===== src/design/cst_pkg.sv =====
// ----------------------------------------------------------------------------
// cst_pkg
// Shared types, constants and the arctangent table for the CORDIC
// sine / cosine / tangent unit.
// ----------------------------------------------------------------------------
package cst_pkg;

	// iteration count and its counter width
	localparam int ITERATIONS = 14;
	localparam int ITER_W     = (ITERATIONS > 1) ? $clog2(ITERATIONS) : 1;

	// field widths
	localparam int ACTION_W = 2;
	localparam int ANGLE_W  = 18;
	localparam int VALUE_W  = 30;

	// internal widths
	localparam int FRAC_BITS = 14;
	localparam int RES_W     = 20;                // residual angle
	localparam int XY_W      = 18;                // rotation vector
	localparam int DIVD_W    = XY_W + FRAC_BITS;  // dividend magnitude
	localparam int DCNT_W    = $clog2(DIVD_W);
	localparam int GAIN_W    = 15;

	// fixed-point constants
	localparam logic signed [XY_W-1:0]   Q_ONE     = XY_W'(16384);
	localparam logic signed [RES_W-1:0]  Q_PI      = RES_W'(51472);
	localparam logic signed [RES_W-1:0]  Q_HALF_PI = RES_W'(25736);
	localparam logic signed [GAIN_W-1:0] GAIN      = GAIN_W'(9949);

	// action codes
	localparam logic [ACTION_W-1:0] ACT_SIN = 2'd0;
	localparam logic [ACTION_W-1:0] ACT_COS = 2'd1;
	localparam logic [ACTION_W-1:0] ACT_TAN = 2'd2;

	// sequencer states
	typedef enum logic [2:0] {
		ST_IDLE,
		ST_ROT,
		ST_POST,
		ST_MUL,
		ST_DIV,
		ST_FIX,
		ST_DONE
	} state_t;

	// arctangent table, Q14 radians
	function automatic logic signed [RES_W-1:0] atan_lut(input logic [ITER_W-1:0] idx);
		logic signed [RES_W-1:0] v;
		case (idx)
			4'd0:    v = RES_W'(12867);
			4'd1:    v = RES_W'(7596);
			4'd2:    v = RES_W'(4013);
			4'd3:    v = RES_W'(2037);
			4'd4:    v = RES_W'(1022);
			4'd5:    v = RES_W'(511);
			4'd6:    v = RES_W'(255);
			4'd7:    v = RES_W'(127);
			4'd8:    v = RES_W'(63);
			4'd9:    v = RES_W'(31);
			4'd10:   v = RES_W'(15);
			4'd11:   v = RES_W'(7);
			4'd12:   v = RES_W'(3);
			4'd13:   v = RES_W'(1);
			default: v = RES_W'(0);
		endcase
		return v;
	endfunction

endpackage


===== src/design/cst_if.sv =====
// ----------------------------------------------------------------------------
// cst_if
// Valid/ready channels for the CORDIC unit: command beats in, result beats out.
// ----------------------------------------------------------------------------
interface cst_in_if import cst_pkg::*; ();
	logic                       valid;
	logic                       ready;
	logic [ACTION_W-1:0]        action;
	logic signed [ANGLE_W-1:0]  angle;

	modport source (output valid, output action, output angle, input ready);
	modport sink   (input valid, input action, input angle, output ready);
endinterface

interface cst_out_if import cst_pkg::*; ();
	logic                       valid;
	logic                       ready;
	logic signed [VALUE_W-1:0]  value;
	logic                       div_by_zero;

	modport source (output valid, output value, output div_by_zero, input ready);
	modport sink   (input valid, input value, input div_by_zero, output ready);
endinterface


===== src/design/cordic_sin_cos_tan_q14.sv =====
// ----------------------------------------------------------------------------
// cordic_sin_cos_tan_q14
// Q14 sine, cosine and tangent by rotation-mode CORDIC on one shared
// shift/add unit, with a gain multiply and a restoring divider for tangent.
// ----------------------------------------------------------------------------
// Steps: sine/cosine run 14 rotations and the gain multiply; tangent runs 14
//   rotations, then 32 divider steps and a sign fix if x is not zero.
// Throughput: one command at a time; the next command is taken the cycle
//   after the result moves into the output register, even if it is not yet
//   taken downstream.
// Reset: arst_n clears the sequencer and the output valid at once.
// ----------------------------------------------------------------------------
module cordic_sin_cos_tan_q14 import cst_pkg::*; (
	input  logic        clk,
	input  logic        arst_n,
	cst_in_if.sink      cmd,
	cst_out_if.source   rsp
);

	// sequencer
	state_t state_q, state_d;

	// operand and working registers
	logic [ACTION_W-1:0]        act_q;
	logic                       flip_q;
	logic signed [RES_W-1:0]    ang_q;
	logic signed [XY_W-1:0]     x_q, y_q;
	logic [ITER_W-1:0]          cnt_q;

	// divider
	logic [XY_W-1:0]            rem_q;
	logic [DIVD_W-1:0]          quo_q;
	logic [XY_W-1:0]            dsr_q;
	logic                       neg_q;
	logic [DCNT_W-1:0]          dcnt_q;

	// result staging and output register
	logic signed [VALUE_W-1:0]  res_q;
	logic                       flag_q;
	logic                       out_valid_q;
	logic signed [VALUE_W-1:0]  out_value_q;
	logic                       out_flag_q;

	// control outputs of the sequencer
	logic take_cmd;
	logic load_out;
	logic out_free;

	assign out_free = !out_valid_q || rsp.ready;

	// ------------------------------------------------------------------
	// Fold the incoming angle once by pi
	// ------------------------------------------------------------------
	logic signed [RES_W-1:0] ang_ext;
	logic signed [RES_W-1:0] ang_fold;
	logic                    fold_hi, fold_lo;

	assign ang_ext = RES_W'(cmd.angle);
	assign fold_hi = ang_ext > Q_HALF_PI;
	assign fold_lo = ang_ext < -Q_HALF_PI;

	always_comb begin
		if (fold_hi) begin
			ang_fold = ang_ext - Q_PI;
		end else if (fold_lo) begin
			ang_fold = ang_ext + Q_PI;
		end else begin
			ang_fold = ang_ext;
		end
	end

	// ------------------------------------------------------------------
	// Shared rotation unit: one barrel shift pair and three adders
	// ------------------------------------------------------------------
	logic signed [XY_W-1:0]  xs, ys;
	logic signed [XY_W-1:0]  x_nx, y_nx;
	logic signed [RES_W-1:0] ang_nx;
	logic                    rot_neg;

	assign xs      = x_q >>> cnt_q;
	assign ys      = y_q >>> cnt_q;
	// a residual of exactly zero takes the negative direction
	assign rot_neg = !(ang_q > 0);

	always_comb begin
		if (rot_neg) begin
			x_nx   = x_q + ys;
			y_nx   = y_q - xs;
			ang_nx = ang_q + atan_lut(cnt_q);
		end else begin
			x_nx   = x_q - ys;
			y_nx   = y_q + xs;
			ang_nx = ang_q - atan_lut(cnt_q);
		end
	end

	// ------------------------------------------------------------------
	// Gain multiply: src * 9949, arithmetic shift by 14, undo the fold
	// ------------------------------------------------------------------
	localparam int PROD_W = XY_W + GAIN_W;

	logic signed [XY_W-1:0]   mul_src;
	logic signed [PROD_W-1:0] prod;
	logic signed [PROD_W-1:0] prod_sh;
	logic signed [PROD_W-1:0] prod_fix;

	assign mul_src  = (act_q == ACT_SIN) ? y_q : x_q;
	assign prod     = PROD_W'(mul_src) * PROD_W'(GAIN);
	assign prod_sh  = prod >>> FRAC_BITS;
	assign prod_fix = flip_q ? -prod_sh : prod_sh;

	// ------------------------------------------------------------------
	// Restoring divider step: |y| << 14 over |x|, one quotient bit a cycle
	// ------------------------------------------------------------------
	logic [XY_W-1:0] abs_x, abs_y;
	logic [XY_W:0]   trial;
	logic [XY_W:0]   trial_sub;
	logic            trial_ok;

	assign abs_x     = x_q[XY_W-1] ? XY_W'(-x_q) : XY_W'(x_q);
	assign abs_y     = y_q[XY_W-1] ? XY_W'(-y_q) : XY_W'(y_q);
	assign trial     = {rem_q, quo_q[DIVD_W-1]};
	assign trial_sub = trial - {1'b0, dsr_q};
	assign trial_ok  = trial >= {1'b0, dsr_q};

	logic [DIVD_W-1:0] quo_sgn;
	assign quo_sgn = neg_q ? -quo_q : quo_q;

	// ------------------------------------------------------------------
	// Sequencer: next state
	// ------------------------------------------------------------------
	always_comb begin
		state_d = state_q;
		case (state_q)
			ST_IDLE: begin
				if (cmd.valid) state_d = ST_ROT;
			end
			ST_ROT: begin
				if (cnt_q == ITER_W'(ITERATIONS - 1)) state_d = ST_POST;
			end
			ST_POST: begin
				if (act_q == ACT_SIN || act_q == ACT_COS) begin
					state_d = ST_MUL;
				end else if (act_q == ACT_TAN && x_q != '0) begin
					state_d = ST_DIV;
				end else begin
					state_d = ST_DONE;
				end
			end
			ST_MUL: state_d = ST_DONE;
			ST_DIV: begin
				if (dcnt_q == DCNT_W'(DIVD_W - 1)) state_d = ST_FIX;
			end
			ST_FIX: state_d = ST_DONE;
			ST_DONE: begin
				if (out_free) state_d = ST_IDLE;
			end
			default: state_d = ST_IDLE;
		endcase
	end

	// ------------------------------------------------------------------
	// Sequencer: outputs
	// ------------------------------------------------------------------
	always_comb begin
		take_cmd = 1'b0;
		load_out = 1'b0;
		case (state_q)
			ST_IDLE: take_cmd = 1'b1;
			ST_DONE: load_out = out_free;
			default: begin
				take_cmd = 1'b0;
				load_out = 1'b0;
			end
		endcase
	end

	assign cmd.ready = take_cmd;

	always_ff @(posedge clk or negedge arst_n) begin
		if (!arst_n) begin
			state_q <= ST_IDLE;
		end else begin
			state_q <= state_d;
		end
	end

	// ------------------------------------------------------------------
	// Datapath registers
	// ------------------------------------------------------------------
	always_ff @(posedge clk) begin
		case (state_q)
			ST_IDLE: begin
				// latch the command beat and seed the vector
				if (cmd.valid) begin
					act_q  <= cmd.action;
					flip_q <= fold_hi || fold_lo;
					ang_q  <= ang_fold;
					x_q    <= Q_ONE;
					y_q    <= '0;
					cnt_q  <= '0;
				end
			end
			ST_ROT: begin
				x_q   <= x_nx;
				y_q   <= y_nx;
				ang_q <= ang_nx;
				cnt_q <= cnt_q + 1'b1;
			end
			ST_POST: begin
				// prepare the divider; zero divisor and unused codes finish here
				rem_q  <= '0;
				quo_q  <= DIVD_W'(abs_y) << FRAC_BITS;
				dsr_q  <= abs_x;
				neg_q  <= x_q[XY_W-1] ^ y_q[XY_W-1];
				dcnt_q <= '0;
				res_q  <= '0;
				flag_q <= (act_q == ACT_TAN) && (x_q == '0);
			end
			ST_MUL: begin
				res_q <= prod_fix[VALUE_W-1:0];
			end
			ST_DIV: begin
				if (trial_ok) begin
					rem_q <= trial_sub[XY_W-1:0];
					quo_q <= {quo_q[DIVD_W-2:0], 1'b1};
				end else begin
					rem_q <= trial[XY_W-1:0];
					quo_q <= {quo_q[DIVD_W-2:0], 1'b0};
				end
				dcnt_q <= dcnt_q + 1'b1;
			end
			ST_FIX: begin
				// apply the quotient sign: truncation toward zero
				res_q <= quo_sgn[VALUE_W-1:0];
			end
			default: begin
			end
		endcase
	end

	// ------------------------------------------------------------------
	// Output register: hold the result beat until taken
	// ------------------------------------------------------------------
	always_ff @(posedge clk or negedge arst_n) begin
		if (!arst_n) begin
			out_valid_q <= 1'b0;
		end else if (load_out) begin
			out_valid_q <= 1'b1;
		end else if (rsp.ready) begin
			out_valid_q <= 1'b0;
		end
	end

	always_ff @(posedge clk) begin
		if (load_out) begin
			out_value_q <= res_q;
			out_flag_q  <= flag_q;
		end
	end

	assign rsp.valid       = out_valid_q;
	assign rsp.value       = out_value_q;
	assign rsp.div_by_zero = out_flag_q;

	// ------------------------------------------------------------------
	// Assertions
	// ------------------------------------------------------------------
	a_dbz_zero: assert property (@(posedge clk) disable iff (!arst_n)
		rsp.valid && rsp.div_by_zero |-> rsp.value == '0)
		else $error("div_by_zero beat with non-zero value");

	a_start: assert property (@(posedge clk) disable iff (!arst_n)
		cmd.valid && cmd.ready |=> state_q == ST_ROT && cnt_q == '0)
		else $error("command beat did not start the rotation");

	a_div_nz: assert property (@(posedge clk) disable iff (!arst_n)
		state_q == ST_DIV |-> dsr_q != '0 && act_q == ACT_TAN)
		else $error("divider running with zero divisor or wrong action");

	a_load_free: assert property (@(posedge clk) disable iff (!arst_n)
		load_out |-> !out_valid_q || rsp.ready)
		else $error("output register overwritten while held");

endmodule


===== src/flat_wrapper.sv =====
// flat-port wrapper written by rule: the top's interface ports become plain ports
module cordic_sin_cos_tan_q14_flat import cst_pkg::*;
  (clk, arst_n, cmd_valid, cmd_action, cmd_angle, cmd_ready, rsp_valid, rsp_value, rsp_div_by_zero, rsp_ready);
  cst_in_if cmd_i ();
  cst_out_if rsp_i ();
  input  logic clk;
  input  logic arst_n;
  input wire logic [$bits(cmd_i.valid)-1:0] cmd_valid;
  input wire logic [$bits(cmd_i.action)-1:0] cmd_action;
  input wire logic [$bits(cmd_i.angle)-1:0] cmd_angle;
  output wire logic [$bits(cmd_i.ready)-1:0] cmd_ready;
  output wire logic [$bits(rsp_i.valid)-1:0] rsp_valid;
  output wire logic [$bits(rsp_i.value)-1:0] rsp_value;
  output wire logic [$bits(rsp_i.div_by_zero)-1:0] rsp_div_by_zero;
  input wire logic [$bits(rsp_i.ready)-1:0] rsp_ready;
  assign cmd_i.valid = cmd_valid;
  assign cmd_i.action = cmd_action;
  assign cmd_i.angle = cmd_angle;
  assign cmd_ready = cmd_i.ready;
  assign rsp_valid = rsp_i.valid;
  assign rsp_value = rsp_i.value;
  assign rsp_div_by_zero = rsp_i.div_by_zero;
  assign rsp_i.ready = rsp_ready;
  cordic_sin_cos_tan_q14 u_core (.clk(clk), .arst_n(arst_n), .cmd(cmd_i), .rsp(rsp_i));
endmodule

===== config.mk =====
export PLATFORM = sky130hd
export DESIGN_NAME = cordic_sin_cos_tan_q14_flat
export DESIGN_NICKNAME = d
export VERILOG_FILES = /design/src/design/cst_pkg.sv /design/src/design/cst_if.sv /design/src/design/cordic_sin_cos_tan_q14.sv /design/src/flat_wrapper.sv
export SDC_FILE = /design/constraint.sdc
export NUM_CORES = 1
export LEC_CHECK = 0
export BUFFER_PORTS_ARGS = -buffer_cell sky130_fd_sc_hd__buf_2
export CAP_MARGIN = 30
export CORE_MARGIN = 10
export CORE_UTILIZATION = 43
export DETAILED_ROUTE_END_ITERATION = 10
export GPL_TIMING_DRIVEN = 0
export PLACE_DENSITY_LB_ADDON = 0.25
export SLEW_MARGIN = 20
export SYNTH_ARGS = -nofsm -noshare
export SYNTH_HDL_FRONTEND = slang
export SYNTH_SLANG_ARGS = --single-unit

===== constraint.sdc =====
create_clock -name clk -period 9.3 [get_ports clk]
set_clock_uncertainty 0.1 [all_clocks]
set_input_delay 1.86 -clock clk [delete_from_list [all_inputs] [get_ports clk]]
set_output_delay 1.86 -clock clk [all_outputs]
set_load 0.02 [all_outputs]

==> results of run 1 <==
worst max-delay path: stages (launching register included):
cell and delay [ns]:
edfxtp_1 0.54, nor2_2 0.33, clkbuf_2 0.30, buf_4 0.32, mux2i_4 0.45, inv_1 0.19
ha_1 0.35, inv_1 0.10, fa_1 0.55, inv_1 0.05, fa_1 0.48, fa_1 0.52
fa_1 0.58, inv_1 0.06, fa_1 0.53, inv_1 0.04, ha_1 0.27, clkbuf_1 0.20
a21oi_1 0.29, nor2_1 0.08, o21ai_0 0.24, nor3b_1 0.33, nand3_1 0.22, nor3_2 0.25
o221ai_1 0.22, or4b_1 0.61, a211o_1 0.32, o211ai_2 0.09
cell type report:
type / instances / area (µm²)
plain buffers: 104 / 430.4
clock inverters: 18 / 235.2
flip-flops and latches: 217 / 6356
well taps: 680 / 850.8
repair buffers: 58 / 409.1
inverters: 232 / 873.3
fillers: 4817 / 26720
multi-input cells: 1773 / 14580
clock buffers: 28 / 636.9
routing by layer:
metal,wire length [µm],vias to the layer above,global-route usage
met5,0,-,0
met4,1561,0,0.05953
met1,28180,8590,0.2672
met2,28000,493,0.3196
li1,-,8518,-
met3,3063,98,0.02665
stage by stage:
stage / hold WS [ns] / cells / worst slack [ns]
2_1_floorplan: 0.3003 / 2326 / 0.7494
3_3_place_gp: 0.3011 / 3055 / -1.069
3_5_place_dp: 0.3045 / 3064 / -0.5392
4_1_cts: 0.3182 / 3110 / 0.05893
5_1_grt: 0.3243 / 3110 / 0.01776
6_report: 0.3160 / 3110 / 0.4871
cell families after synthesis:
group | after synthesis | synth area share
compound gates | 532 | 0.1575
xor+xnor | 218 | 0.08640
fa+ha+maj | 308 | 0.2114
buf+inv | 336 | 0.05865
flops | 217 | 0.2876
mux | 83 | 0.05735
simple gates | 632 | 0.1411
registers in the layout (all words and copies together), names as in the netlist, 5 cells and up, named ones only:
signal            cells
u_core.ang_q         20
u_core.dcnt_q         5
u_core.x_q           18
u_core.y_q           18
u_core.quo_q         32
u_core.rem_q         18
u_core.res_q         30
u_core.rsp.value     30
u_core.dsr_q         18
final timing paths:
path	cells after the start	endpoint	slack (ns)	from
hold / removal	0	u_core.rsp.value[24]	0.32	u_core.res_q[24]
min in group asynchronous	1	u_core.rsp.valid	0.99	arst_n
setup / recovery	27	u_core.res_q[16]	0.49	u_core.act_q[1]
max in group asynchronous	1	u_core.state_q[0]	7.98	arst_n
hold reg to reg	0	u_core.rsp.value[24]	0.32	u_core.res_q[24]
setup reg to reg	27	u_core.res_q[16]	0.49	u_core.act_q[1]
synthesized netlist by cell type, types with 13 or more instances:
library cell  number  share of area
a21oi_1          128          0.029
mux2_2            19         0.0097
o21ai_0          125          0.028
o21a_1            22         0.0075
mux4_2            33          0.034
xnor2_1          120          0.048
a21o_1            39          0.013
and3_1            35         0.0099
ha_1             199           0.11
nor2b_1           18         0.0051
nand3_1           44          0.010
and2_1            18         0.0051
nand2_1          167          0.028
nor2_1           170          0.029
o211ai_1          29         0.0099
nand2b_1          23         0.0065
fa_1             109          0.099
clkbuf_1          83          0.014
or3_1             25         0.0071
o41ai_1           16         0.0063
mux2i_1           31          0.014
o31ai_1           28         0.0095
o22ai_1           21         0.0059
dfxtp_1           14          0.013
or4_1             22         0.0075
xor2_1            98          0.039
nor3_1            37         0.0084
inv_1            229          0.039
buf_2             13         0.0029
nand4_1           16         0.0045
a31oi_1           19         0.0054
edfxtp_1         199           0.27
what timing repair did:
| item | in CTS | in global routing |
|---|---|---|
| gates resized for setup | 11 | 10 |
| setup endpoints to repair | 16 | 16 |
| gates cloned | 0 | 0 |
| pin swaps | 0 | 1 |
layout by cell type (no fill, tap or decap), types with 10 or more instances in the layout:
cell | Yosys | routed
a211oi_1 | 11 | 11
a21boi_0 | 12 | 12
a21o_1 | 39 | 39
a21oi_1 | 128 | 128
a31oi_1 | 19 | 19
and2_1 | 18 | 18
and3_1 | 35 | 35
buf_2 | 13 | 62
clkbuf_1 | 83 | 84
clkbuf_16 | 0 | 25
dfxtp_1 | 14 | 14
edfxtp_1 | 199 | 199
fa_1 | 109 | 109
ha_1 | 199 | 199
inv_1 | 229 | 228
mux2_2 | 19 | 19
mux2i_1 | 31 | 23
mux4_2 | 33 | 33
nand2_1 | 167 | 166
nand2b_1 | 23 | 23
nand3_1 | 44 | 44
nand4_1 | 16 | 16
nor2_1 | 170 | 167
nor2b_1 | 18 | 18
nor3_1 | 37 | 35
nor3b_1 | 11 | 11
nor4_1 | 10 | 10
o211ai_1 | 29 | 29
o21a_1 | 22 | 22
o21ai_0 | 125 | 124
o22ai_1 | 21 | 21
o31ai_1 | 28 | 28
o41ai_1 | 16 | 16
or3_1 | 25 | 25
or4_1 | 22 | 22
xnor2_1 | 120 | 120
xor2_1 | 98 | 98
==> results.json, run 1 <==
{
  "core_um2": 51090,
  "syn_to_final_growth_pct": 10.30,
  "setup_violations": 0,
  "fin_area_um2": 24380,
  "cap_violations": 0,
  "portBuffers": 49,
  "via_per_inst": 5.691,
  "grt_max_degree": 46,
  "num_rows": 83,
  "rsz0062_at_grt": "false",
  "cts-root-buf": "clkbuf_16",
  "finalCriticalPeriod_ns": 8.813,
  "finalNetCount": 2743,
  "syn_nets": 2658,
  "cts_setup_buffers": 0,
  "drv_slew": 0,
  "synthArstFlopShare": 0.01843,
  "critPathArrivalTime_ns": 9.09,
  "num_vias": 17700,
  "status": "finished clean",
  "dpl_cell_area_um2": 23400,
  "final_util": 0.4771,
  "synthesis.instances": 2326,
  "syn_area_per_cell_um2": 9.501,
  "crit_path_max_fanout": 10,
  "ys_seq_elements": 217,
  "ant_nets": 0,
  "syn_area_um2": 22100,
  "grt_use_total": 0.1963,
  "clock_sink_count": 217,
  "tritoncts": "done",
  "grt_overflow": 0,
  "die_w_um": 246.7,
  "tns_ns": 0,
  "insertion_delay_ns": 0.57,
  "diodes": 0,
  "required_ns": 9.57,
  "drtIter0Drc": 1161,
  "synth.distinct_cells": 89,
  "gp_congestion": 0.9737,
  "synth_edf_count": 199,
  "grt_pass1_wl_mm": 96.10,
  "io_pins": 57,
  "first_pass_iters": 5,
  "fmax_mhz": 113.5,
  "yosys_warnings": 0,
  "ys_seq_area_frac": 0.2876,
  "yosys_most_used_dff": "edfxtp_1",
  "layout-drive-gt1-share": 0.09012,
  "post-dp-hpwl_mm": 48.15,
  "numCtsBuffers": 25,
  "cp-end-kind": "flip-flop",
  "fp.dieH_um": 246.7,
  "startpoint_type": "flip-flop",
  "clock_path_buffers": 3,
  "drc": 0,
  "hold_viol": 0,
  "path_class": "flip-flop to flip-flop",
  "wl_mm": 60.80,
  "hold_class": "flip-flop to flip-flop",
  "cts_hold_buffers": 0,
  "cts_max_level": 1,
  "finalCritPeriodShare": 0.9476,
  "start_util": 0.4325,
  "path_clk_slew_ns": 0.06,
  "antenna_found_initial": 0,
  "grt_pass1_vias": 17440,
  "routedWlPerCell_um": 19.55,
  "slew_headroom": 0.3445,
  "dieArea_um2": 60860,
  "tightest_slew_ns": 0.9559
}
Power of run 1 is not shown: default switching activity piles up to over one toggle a cycle in this logic, so the estimate is an artifact.
==> inputs of run 2 (changes only) <==
--- a/config.mk
+++ b/config.mk
@@ -5,11 +5,11 @@
 export SDC_FILE = /design/constraint.sdc
 export NUM_CORES = 1
 export LEC_CHECK = 0
-export BUFFER_PORTS_ARGS = -buffer_cell sky130_fd_sc_hd__buf_2
 export CAP_MARGIN = 30
 export CORE_MARGIN = 10
 export CORE_UTILIZATION = 43
 export DETAILED_ROUTE_END_ITERATION = 10
+export DONT_BUFFER_PORTS = 1
 export GPL_TIMING_DRIVEN = 0
 export PLACE_DENSITY_LB_ADDON = 0.25
 export SLEW_MARGIN = 20
==> run 2 against run 1 <==
Compared with the run above:
- sequential cell count did not move
- fmax fell by 0.72%
- count of clock-buffer cells in the layout rose by 6
- non-clock buffer count fell by 47
- first-iteration DRC count rose by 3.0%
==> results.json, run 2 (synthesis results as in run 1) <==
{
  "grt_overflow": 0,
  "syn_to_final_growth_pct": 9.200,
  "num_vias": 17520,
  "cp_slowest_cell": "edfxtp_1",
  "finalCriticalPeriod_ns": 8.877,
  "path_class": "flip-flop to flip-flop",
  "fillers": 4878,
  "status": "finished clean",
  "r2r_cells": 28,
  "grt_pass1_vias": 17450,
  "portBuffers": 0,
  "layout-drive-gt1-share": 0.07289,
  "grt_max_degree": 39,
  "slew_headroom": 0.4465,
  "num_rows": 83,
  "tightest_slew_ns": 0.8072,
  "io_pins": 57,
  "hold_class": "flip-flop to flip-flop",
  "routedWlPerCell_um": 19.69,
  "fmax_mhz": 112.7,
  "drv_slew": 0,
  "layout_common_cells": "228 x inv_1, 199 x ha_1, 199 x edfxtp_1",
  "largest_register_ffs": 32,
  "cpPeakStageDelay_ns": 0.55,
  "critPathArrivalTime_ns": 9.16,
  "rsz0062_at_grt": "false",
  "hp-start": "u_core.res_q[17]",
  "cp-end-kind": "flip-flop",
  "die_w_um": 246.7,
  "start_util": 0.4325,
  "clock_path_buffers": 3,
  "finalCritPeriodShare": 0.9545,
  "worstReg2RegStart": "u_core.act_q[1]",
  "min_delay_path_depth": 0,
  "first_pass_iters": 5,
  "hold_viol": 0,
  "dieArea_um2": 60860,
  "core_um2": 51090,
  "tritoncts": "done",
  "path_clk_slew_ns": 0.06,
  "setup_violations": 0,
  "mostFrequentLayoutCell": "inv_1",
  "drtIter0Drc": 1196,
  "required_ns": 9.58,
  "final_util": 0.4723,
  "cts_setup_buffers": 0,
  "wl_mm": 60.42,
  "gp_congestion": 0.9759,
  "cts_max_level": 1,
  "startpoint_type": "flip-flop",
  "hold_slack_ns": 0.3188,
  "crit_start": "u_core.act_q[1]",
  "post-dp-hpwl_mm": 48.39,
  "ant_nets": 0,
  "cts-root-buf": "clkbuf_16",
  "numCtsBuffers": 27,
  "antenna_found_initial": 2,
  "finalNetCount": 2698,
  "via_per_inst": 5.711,
  "grt_pass1_wl_mm": 96.59,
  "insertion_delay_ns": 0.57,
  "clock_sink_count": 217,
  "regMostFlops": "u_core.quo_q",
  "grt_use_total": 0.1976,
  "crit_path_max_fanout": 10,
  "fp.dieH_um": 246.7,
  "cap_violations": 0,
  "drc": 0
}
-- run 2: layout make-up --
cell class,count,area [µm²],area share
sequential,217,6356,0.2634
multi-input combinational,1773,14590,0.6045
antenna,1,2.502,0.0001037
timing repair buffer,11,162.7,0.006740
inverter,232,873.3,0.03619
buffer,104,430.4,0.01783
clock inverter,16,135.1,0.005599
tap,680,850.8,0.03526
clock buffer,34,733.2,0.03038
-- run 2: metrics by stage --
stage	instance area [µm²]	std cells	TNS [ns]	setup slack [ns]
CTS	24050	3066	0	0.1017
detailed placement	23150	3016	-3.302	-0.2877
global route	24130	3067	0	0.003027
global placement	22950	3006	-17.62	-0.9904
floorplan	22100	2326	0	0.7494
finish	24130	3068	0	0.4229
-- run 2: worst paths after layout --
check                           slack, ns                   end
max in group asynchronous            8.15     u_core.state_q[2]
worst min register to register       0.32  u_core.rsp.value[17]
worst max-delay path                 0.42      u_core.res_q[16]
worst min-delay path                 0.32  u_core.rsp.value[17]
min in group asynchronous            0.88      u_core.rsp.valid
worst max register to register       0.42      u_core.res_q[16]
-- run 2: worst max-delay path: cells and delay by family (launching register included) --
family                     cells  cell delay (ns)
and+or+nand+nor                4             1.23
AOI/OAI and AO/OA              7             1.73
muxes                          1             0.39
adders and majority gates      8             3.08
xor gates and xnor gates       2             0.45
buffers and inverters          6             1.16
DFF                            1             0.55
-- run 2: layer usage --
| layer | vias to the layer above | track usage | wire [µm] |
|---|---|---|---|
| met3 | 98 | 0.02838 | 3306 |
| met1 | 8499 | 0.2642 | 27160 |
| li1 | 8419 | - | - |
| met2 | 505 | 0.3310 | 28320 |
| met5 | - | 0 | 0 |
| met4 | 0 | 0.04943 | 1632 |
-- run 2: what timing repair did --
action,CTS,global route
endpoints found under the setup margin,17,17
resized for setup,10,11
hold buffers,0,0
Power of run 2 is left out for the same reason.
==> inputs of run 3 (changes only) <==
--- a/config.mk
+++ b/config.mk
@@ -12,6 +12,7 @@
 export DONT_BUFFER_PORTS = 1
 export GPL_TIMING_DRIVEN = 0
 export PLACE_DENSITY_LB_ADDON = 0.25
+export RECOVER_POWER = 25
 export SLEW_MARGIN = 20
 export SYNTH_ARGS = -nofsm -noshare
 export SYNTH_HDL_FRONTEND = slang
==> run 3 against run 2 <==
Compared with the run above:
- first-iteration DRC count shrank 2.4%
- core utilization shrank 0.073 points
- largest cell class unchanged
- die area is the same
- final area shrank 0.16%
- highest routed layer unchanged
- worst setup slack gained 0.013 ns
- critical path type unchanged
==> results.json, run 3 (synthesis results as in run 1) <==
{
  "drc": 0,
  "fin_area_um2": 24100,
  "worstReg2RegStart": "u_core.act_q[1]",
  "cp_slowest_cell": "fa_1",
  "die_w_um": 246.7,
  "via_per_inst": 5.715,
  "grt_max_degree": 39,
  "grt_overflow": 0,
  "startpoint_type": "flip-flop",
  "hold_class": "flip-flop to flip-flop",
  "fillers": 4884,
  "routedWlPerCell_um": 19.73,
  "tns_ns": 0,
  "post-dp-hpwl_mm": 48.39,
  "cp-end-kind": "flip-flop",
  "first_pass_iters": 7,
  "ant_nets": 0,
  "gp_congestion": 0.9759,
  "diodes": 0,
  "rsz0062_at_grt": "false",
  "dieArea_um2": 60860,
  "start_util": 0.4325,
  "core_um2": 51090,
  "grt_pass1_vias": 17450,
  "num_vias": 17530,
  "layout-drive-gt1-share": 0.07080,
  "finalNetCount": 2698,
  "tightest_slew_ns": 1.424,
  "numCtsBuffers": 27,
  "path_clk_slew_ns": 0.07,
  "antenna_found_initial": 2,
  "regMostFlops": "u_core.quo_q",
  "drv_slew": 0,
  "dpl_cell_area_um2": 23150,
  "cap_violations": 0,
  "portBuffers": 0,
  "cp.buffers_inverters": 6,
  "crit_family": "adder cells",
  "crit_path_max_fanout": 10,
  "required_ns": 9.58,
  "fp.dieH_um": 246.7,
  "layout_common_cells": "228 x inv_1, 199 x ha_1, 199 x edfxtp_1",
  "setup_violations": 0,
  "finalCriticalPeriod_ns": 8.864,
  "insertion_delay_ns": 0.57,
  "grt_pass1_wl_mm": 96.59,
  "clock_path_buffers": 3,
  "hp-start": "u_core.res_q[0]",
  "cts_resized": 10,
  "crit_start": "u_core.act_q[1]",
  "cpPeakStageDelay_ns": 0.55,
  "hold_viol": 0,
  "largest_register_ffs": 32,
  "tritoncts": "done",
  "io_pins": 57,
  "drtIter0Drc": 1167,
  "status": "finished clean",
  "cts_max_level": 1,
  "wl_mm": 60.51,
  "syn_to_final_growth_pct": 9.030,
  "clock_sink_count": 217,
  "finalCritPeriodShare": 0.9532,
  "path_class": "flip-flop to flip-flop",
  "cts-root-buf": "clkbuf_16",
  "cts_hold_buffers": 0,
  "cts_setup_buffers": 0,
  "grt_use_total": 0.1976,
  "num_rows": 83,
  "mostFrequentLayoutCell": "inv_1",
  "slew_headroom": 0.05061,
  "fmax_mhz": 112.8,
  "critPathArrivalTime_ns": 9.15
}
==> run 3: per-stage QoR <==
| step | hold slack, ns | worst slack, ns | util | cells |
|---|---|---|---|---|
| after global placement | 0.3004 | -0.9904 | 0.4492 | 3006 |
| after CTS | 0.3196 | 0.1017 | 0.4708 | 3066 |
| after floorplan | 0.3003 | 0.7494 | - | 2326 |
| after global routing | 0.3259 | 0.003027 | 0.4716 | 3067 |
| after detailed placement | 0.3054 | -0.2877 | 0.4531 | 3016 |
| final | 0.3167 | 0.4357 | 0.4716 | 3067 |
==> run 3: path summary, 6_finish.rpt <==
kind / cells after the start / slack, ns / to
setup / recovery: 28 / 0.44 / u_core.res_q[16]
hold / removal: 0 / 0.32 / u_core.rsp.value[0]
setup reg to reg: 28 / 0.44 / u_core.res_q[16]
hold reg to reg: 0 / 0.32 / u_core.rsp.value[0]
max in group asynchronous: 0 / 8.15 / u_core.state_q[2]
min in group asynchronous: 0 / 0.89 / u_core.rsp.valid
==> run 3: area by class of cell <==
class | instances | area, µm² | share of cell area
clock inverters | 16 | 135.1 | 0.005608
multi-input cells | 1773 | 14580 | 0.6050
flip-flops and latches | 217 | 6356 | 0.2638
inverters | 232 | 873.3 | 0.03624
plain buffers | 104 | 430.4 | 0.01786
repair buffers | 11 | 137.6 | 0.005712
clock buffers | 34 | 733.2 | 0.03043
well taps | 680 | 850.8 | 0.03531
==> run 3: per-layer routing <==
metal	global-route usage	share of wire	wire (µm)
met5	0	0	0
met4	0.04943	0.025	1532
met3	0.02838	0.055	3342
met2	0.3310	0.47	28470
met1	0.2642	0.45	27160
Power of run 3 is left out for the same reason.
